--- config.mk ---
export PLATFORM = sky130hd
export DESIGN_NAME = ddo_cordic
export DESIGN_NICKNAME = d
export VERILOG_FILES = /design/src/hw/rtl/ddo_pkg.sv /design/src/hw/rtl/ddo_cordic.sv
export SDC_FILE = /design/constraint.sdc
export NUM_CORES = 1
export LEC_CHECK = 0
export ABC_AREA = 1
export BUFFER_PORTS_ARGS = -buffer_cell sky130_fd_sc_hd__buf_4
export CAP_MARGIN = 5
export CORE_ASPECT_RATIO = 0.8
export CORE_MARGIN = 2
export CORE_UTILIZATION = 35
export CTS_BUF_LIST = sky130_fd_sc_hd__clkbuf_8
export DETAILED_ROUTE_END_ITERATION = 6
export SYNTH_ARGS = -nofsm -noshare
export SYNTH_HDL_FRONTEND = slang
export SYNTH_SLANG_ARGS = --single-unit
--- constraint.sdc ---
create_clock -name clk -period 8.6 [get_ports clk]
set_input_delay 1.29 -clock clk [delete_from_list [all_inputs] [get_ports clk]]
set_output_delay 1.29 -clock clk [all_outputs]
set_load 0.03 [all_outputs]
--- src/hw/rtl/ddo_pkg.sv ---
// Package: shared constants, types and tables for the odometry block.
`timescale 1ns / 1ps
package ddo_pkg;
    localparam int CORDIC_STEPS = 16;
    localparam int POSITION_WIDTH = 32;
    localparam int ATAN_COUNT = 24;
    localparam int STEP_COUNT = (CORDIC_STEPS < ATAN_COUNT) ? CORDIC_STEPS : ATAN_COUNT;
    localparam int STEP_W = $clog2(ATAN_COUNT);
    localparam logic [21:0] ANG_GAIN = 22'd2670177;
    localparam logic signed [33:0] CORDIC_X0 = 34'sd652032874;

    localparam logic [1:0] REG_HALF_TRACK = 2'd0;
    localparam logic [1:0] REG_TIME_STEP = 2'd1;
    localparam logic [1:0] REG_INV_RADIUS = 2'd2;

    typedef struct packed {
        logic        start;
        logic [33:0] ang;
    } cordic_req_t;

    typedef struct packed {
        logic               done;
        logic signed [33:0] cos_val;
        logic signed [33:0] sin_val;
    } cordic_rsp_t;

    function automatic logic signed [33:0] atan_entry(input logic [STEP_W-1:0] i);
        logic signed [33:0] r;
        begin
            case (i)
                5'd0: r = 34'sd536870912;
                5'd1: r = 34'sd316933406;
                5'd2: r = 34'sd167458907;
                5'd3: r = 34'sd85004756;
                5'd4: r = 34'sd42667331;
                5'd5: r = 34'sd21354465;
                5'd6: r = 34'sd10679838;
                5'd7: r = 34'sd5340245;
                5'd8: r = 34'sd2670163;
                5'd9: r = 34'sd1335087;
                5'd10: r = 34'sd667544;
                5'd11: r = 34'sd333772;
                5'd12: r = 34'sd166886;
                5'd13: r = 34'sd83443;
                5'd14: r = 34'sd41722;
                5'd15: r = 34'sd20861;
                5'd16: r = 34'sd10430;
                5'd17: r = 34'sd5215;
                5'd18: r = 34'sd2608;
                5'd19: r = 34'sd1304;
                5'd20: r = 34'sd652;
                5'd21: r = 34'sd326;
                5'd22: r = 34'sd163;
                5'd23: r = 34'sd81;
                default: r = 34'sd0;
            endcase
            return r;
        end
    endfunction
endpackage

--- src/hw/rtl/ddo_cordic.sv ---
// Iterative rotation-mode CORDIC: one micro-rotation per cycle.
`timescale 1ns / 1ps
module ddo_cordic
(
    input  logic                 clk,
    input  logic                 rst_n,
    input  ddo_pkg::cordic_req_t req,
    output ddo_pkg::cordic_rsp_t rsp
);
    logic                       busy_reg, busy_next;
    logic                       flip_reg, flip_next;
    logic [ddo_pkg::STEP_W-1:0] step_reg, step_next;
    logic signed [33:0] x_reg, x_next, y_reg, y_next, z_reg, z_next;
    logic done_reg, done_next;
    logic [31:0] a0;
    logic [31:0] af;
    logic        fl;
    logic signed [33:0] xs, ys, at;

    always_comb
    begin
        a0 = req.ang[31:0];
        fl = (a0[31:30] == 2'd1) || (a0[31:30] == 2'd2);
        af = fl ? (a0 + 32'h8000_0000) : a0;
        xs = x_reg >>> step_reg;
        ys = y_reg >>> step_reg;
        at = ddo_pkg::atan_entry(step_reg);
        busy_next = busy_reg;
        flip_next = flip_reg;
        step_next = step_reg;
        x_next = x_reg;
        y_next = y_reg;
        z_next = z_reg;
        done_next = 1'b0;
        if (req.start)
        begin
            busy_next = 1'b1;
            flip_next = fl;
            step_next = '0;
            x_next = ddo_pkg::CORDIC_X0;
            y_next = '0;
            z_next = {{2{af[31]}}, af};
        end
        else if (busy_reg)
        begin
            if (!z_reg[33])
            begin
                x_next = x_reg - ys;
                y_next = y_reg + xs;
                z_next = z_reg - at;
            end
            else
            begin
                x_next = x_reg + ys;
                y_next = y_reg - xs;
                z_next = z_reg + at;
            end
            step_next = step_reg + 1'b1;
            if (step_reg == ddo_pkg::STEP_W'(ddo_pkg::STEP_COUNT - 1))
            begin
                busy_next = 1'b0;
                done_next = 1'b1;
            end
        end
    end

    always_ff @(posedge clk or negedge rst_n)
    begin
        if (!rst_n)
        begin
            busy_reg <= 1'b0;
            done_reg <= 1'b0;
            step_reg <= '0;
        end
        else
        begin
            busy_reg <= busy_next;
            done_reg <= done_next;
            step_reg <= step_next;
        end
    end

    always_ff @(posedge clk)
    begin
        flip_reg <= flip_next;
        x_reg <= x_next;
        y_reg <= y_next;
        z_reg <= z_next;
    end

    assign rsp.done = done_reg;
    assign rsp.cos_val = flip_reg ? -x_reg : x_reg;
    assign rsp.sin_val = flip_reg ? -y_reg : y_reg;

    a_done_after_busy: assert property (@(posedge clk) disable iff (!rst_n)
        rsp.done |-> $past(busy_reg)) else $error("cordic done without run");
    a_no_done_busy: assert property (@(posedge clk) disable iff (!rst_n)
        rsp.done |-> !busy_reg) else $error("cordic done while busy");
    a_start_busy: assert property (@(posedge clk) disable iff (!rst_n)
        req.start |=> busy_reg) else $error("cordic start lost");
endmodule

-- After elaboration in Yosys (flattened, before gate mapping)
Memory sizes are Yosys's and may differ from the RTL's.
Index checks and enable logic that the tools add are counted.
- ROM bits: 960
- output and inout port bits: 69
- register bits: 110
- input bits: 37
- memories kept: 1
- logic and storage cells: 41
- memories (name ; depth ; width ; rd ports ; clocked after Yosys merged registers in ; wr ports ; line ; text):
    (name not given) ; 32 ; 30 ; 1 ; 0 ; 0 ; ddo_pkg.sv:30 ; case (i)
- shifts and indexed selects: 2
- eq/ne operators: 3
- reduce and logical (&&, ||, !) cells: 2
- mux-type cells: 16
- add/sub/neg operators: 10
- operators by type and width (operator ; number):
    34-bit 2-to-1 mux ; 7
    34-bit adder ; 3
    34-bit subtractor ; 3
    34-bit negation ; 2
    34-bit by 5-bit >>> shifter with 34-bit output ; 2
    32-bit adder (second input constant) ; 1
    32-bit 2-to-1 mux ; 1
    5-bit 2-to-1 mux ; 2
    1-bit 2-to-1 mux ; 6
    5-bit by 1-bit adder with 5-bit output (second input constant) ; 1
    5-bit by 4-bit equality test with 1-bit output (second input constant) ; 1
    2-bit by 1-bit equality test with 1-bit output (second input constant) ; 1
    2-bit equality test (second input constant) ; 1
    2-bit nonzero test ; 1
    1-bit logical OR ; 1

-- Depth between registers and ports, before layout
An unclocked memory read counts as a cell.
- word-level depth: 5
- mapped depth: 37
- mapped depth without buffers: 36

-- Worst setup path after synthesis
OpenSTA, ideal clock, no wires.
- path kind: register to register
- from: reg step_reg[1] (netlist bit)
- to: reg z_reg[27] (data pin)
- library setup time: 253 ps
- arrival time: 4367 ps
- required time: 8347 ps
- period minus slack after synthesis: 4620 ps
- buffers on the path: 2
- cell stages (with the launch flop): 31
- path slack: 3980 ps
- path through: dfrtp_1 -> buf_6 -> inv_6 -> buf_2 -> ha_1 -> inv_1 -> a21oi_1 -> nand2_1 -> and3_1 -> ha_1 -> inv_1 -> nor2_1 -> nand2_1 -> nor3_1 -> nand3_1 -> o31ai_1 -> xnor2_1 -> ha_1 -> a21oi_1 -> o21ai_0 -> a21oi_1 -> o21ai_0 -> a21oi_1 -> inv_1 -> nand2_1 -> nand2_1 -> nand2_1 -> nand2_1 -> or2_2 -> nand3_1 -> nand2_1
- longest elaborated chain between the ends: 5
- elaborated cells between the ends (all ways): 6
- those cells by class: add/sub: 2; mux: 3; memory: 1
- RTL lines (what ; line ; text):
    start, declared ; ddo_cordic.sv:12 ; logic [ddo_pkg::STEP_W-1:0] step_reg, step_next;
    start signal, assigned ; ddo_cordic.sv:79 ; step_reg <= step_next;
    memory read 32 x 30 bit (*) ; n/a ;
    34-bit subtractor or 34-bit adder (tied branches) ; ddo_cordic.sv:50, ddo_cordic.sv:56 ;
    34-bit 2-to-1 mux (*) ; ddo_cordic.sv:46 ; if (!z_reg[33])
    34-bit 2-to-1 mux (*) ; ddo_cordic.sv:44 ; else if (busy_reg)
    34-bit 2-to-1 mux (*) ; ddo_cordic.sv:35 ; if (req.start)
    via z_next[27] ; ddo_cordic.sv:13 ; logic signed [33:0] x_reg, x_next, y_reg, y_next, z_reg, z_next;
    end signal, assigned ; ddo_cordic.sv:88 ; z_reg <= z_next;
    end, declared ; ddo_cordic.sv:13 ;
The timed path passes the listed nets; every way through them passes the cells marked *. The select of a mux whose other input is x is not followed.
A chain may end at the register's enable or synchronous reset.

-- Worst setup path after layout
- from: reg step_reg[0] (netlist bit)
- to: reg x_reg[31]
- longest elaborated chain between the ends: 3
- elaborated cells between the ends (all ways): 4
- those cells by class: add/sub: 2; shift: 1; mux: 1
- RTL lines (what ; line ; text):
    34-bit by 5-bit >>> shifter with 34-bit output (*) ; ddo_cordic.sv:26 ; ys = y_reg >>> step_reg;
    34-bit subtractor or 34-bit adder (tied branches) ; ddo_cordic.sv:48, ddo_cordic.sv:54 ;
    34-bit 2-to-1 mux (*) ; ddo_cordic.sv:46 ;
    end signal, assigned ; ddo_cordic.sv:86 ; x_reg <= x_next;
    end, declared ; ddo_cordic.sv:13 ;
Every way passes the cells marked *; elsewhere a longest branch is shown, timed or not.

==> metrics.csv <==
metric;value;unit
largest vdd supply drop;195.1;uV
Comb pwr share;82.4;%
Mapped Avg Cell Area;5.842;um^2
post_cts resized;0;
global-route wire length before repair;93780;um
Total Routing Usage GR;22.96;%
Final Net Count;3131;
die span in x;252.3;um
post-detail-place hpwl;46330;um
layout cells sized above 1;8.652;%
I/O Buffers;103;
switching power;5.362;mW
clock network power share;4.0;%
pin slew with the least headroom to its limit;1082;ps
design area;18560;um^2
max cap viols;0;
die span in y;202.6;um
H-tree depth;3;
final std cells w/o fill;3611;
Hold WC Path Type;flip-flop to flip-flop;
1st-iter DRT viols;1691;
synth top area cells;nand2_1 19%, nand3_1 11%, ha_1 8.3%;
drt via density;5.300;
CTS tree;yes;
vias in the first global route;17348;
DRC;0;
# fillers;5435;
Area Growth Syn to Fin;7.524;%
Post-Place Setup Slack;2853;ps
total negative slack;0;ps
clk sink count;110;
Worst setup SP type;flip-flop;
status;completed;
Worst Setup End Kind;flip-flop;
most used cell, CP;nand2_1;
Final Hold Fails;0;
most common cell after layout, fill and taps aside;nand2_1;
ys async rst share;6.364;%
Final setup viols;0;
final hold slack;575.6;ps
placed insts;3595;
CP max FO;47;
post-synthesis sequential area ratio;14.99;%
area of the multi-input gates;12990;um^2
Final Slew Violations;0;
Crit path arrival time;6180;ps
PD cells;485.2;nW/um^2
Synth top area share;19.16;%
placed cell areas;18360;um^2
period utilization;67.94;%
Mapped Area;17260;um^2
DIE AREA;51130;um^2
Yosys top cell by area;nand2_1;
post-synth cell types;65;
Sw Ratio;59.54;%
Crit path largest cell delay;540;ps
fin crit period;5843;ps
Top FF cell, synth;dfxtp_1;
FMAX;0.1712;GHz
most frequent cells in the layout;881 x nand2_1, 379 x nand3_1, 265 x nor2_1;
CTS Root Cell;clkbuf_8;
Synth Instances;2955;
I/O pins;106;
drt first pass iters;6;
Final Util;38.23;%
CTS Hold Bufs;0;
Power Total;9.006;mW
EDFF count, synth;35;
grt ovf;0;
pin count of the biggest net entering global routing;77;
unrepaired setup endpoints after global routing;false;
cell internal pwr;3.644;mW
Register Area;2591;um^2
setup bufs post-CTS;0;
row cnt;72;
Worst-Skew Late Latency;480;ps
ANT cells;0;
antenna-violating nets left;0;
core region area;48560;um^2
vias;19137;
CTS Buf Count;9;
CTS clk-pin slew, worst paths;130;ps
placer congestion estimate;0.9373;
final setup skew;29.41;ps
syn_nets;3109;
static leakage;9.202;nW
Starting Density;35.55;%
initial antenna violation count;0;
Sequential Power Share;13.6;%
Wirelength per Cell;16.39;um
Warnings, synthesis;0;
drt total wl;59190;um
kind of critical path;flip-flop to flip-flop;
Worst path slowest cell;buf_4;
Synth Register Bits;110;
Max-slew headroom;27.40;%
Final WS setup;2757;ps
required time worst endpoint;8940;ps
Max Buffers Root-to-Sink;2;
-- kinds of logic (layout without fill, tap and decap cells) --
logic type	Yosys count	count (layout)	synth area share, %
AND/OR/NAND/NOR	1695	1695	42.62
AO/OA/AOI/OAI	477	477	15.82
buffers and inverters	396	423	9.806
XOR/XNOR	160	160	8.161
adder cells (fa/ha/maj)	117	117	8.611
flip-flops	110	110	14.99
-- Yosys cell counts (7+ instances only) --
master,instances
nand2_1,881
nand3_1,379
nor2_1,267
inv_1,262
a21oi_1,189
o21ai_0,135
ha_1,114
xor2_1,112
dfxtp_1,68
xnor2_1,47
clkbuf_1,43
nor3_1,36
edfxtp_1,35
o22ai_1,30
or2_2,28
a31oi_1,26
nand4_1,26
buf_2,25
nand2_2,19
buf_1,17
inv_2,16
buf_6,14
buf_4,13
o21bai_1,12
nor2_2,10
o211ai_1,10
o21a_1,10
o21ai_1,10
nor4_1,9
nand3_2,8
a21o_1,7
dfrtp_1,7
nand3b_1,7
-- area by class of cell --
type	instances	share of cell area, %
timing repair buffer	124	5.015
sequential	110	13.96
tap	629	4.240
multi-input combinational	2449	69.97
clock inverter	6	0.3236
clock buffer	10	0.7415
inverter	283	5.750
-- worst max-delay path: cells and delay by family (launching register included) --
family | cells | cell delay [ps]
flip-flops | 1 | 430
AO/OA/AOI/OAI | 7 | 1230
buffers and inverters | 5 | 1110
AND/OR/NAND/NOR | 17 | 2150
adder cells (fa/ha/maj) | 2 | 570
XOR/XNOR | 1 | 160
-- routing by layer --
layer / global-route usage (%) / part of all wire [%] / wire length [um] / vias up
met3: 3.218 / 6.7 / 3980 / 48
met1: 35.13 / 51 / 30270 / 8642
met5: 0 / 0 / 0 / -
met4: 5.600 / 1.8 / 1057 / 0
li1: - / - / - / 9852
met2: 33.35 / 40 / 23880 / 595
-- path summary, 6_finish.rpt --
check / from / endpoint / slack [ps] / cells after the start
max: step_reg[0] / x_reg[31] / 2760 / 32
min reg2reg: x_reg[0] / x_reg[0] / 580 / 2
min: x_reg[0] / x_reg[0] / 580 / 2
max in group asynchronous: rst_n / busy_reg / 7820 / 1
min in group asynchronous: rst_n / step_reg[1] / 620 / 1
max reg2reg: step_reg[0] / x_reg[31] / 2760 / 32
-- power groups by stage --
stage	registers [mW]	clock network, mW	logic [mW]
after floorplan	1.01	0	5.76
final	1.23	0.360	7.42
after detailed placement	1.22	0	7.32
after CTS	1.21	0.376	7.36
after global routing	1.25	0.390	8.44
after global placement	1.22	0	7.30
No activity file was read; power rests on OpenSTA's default activity.
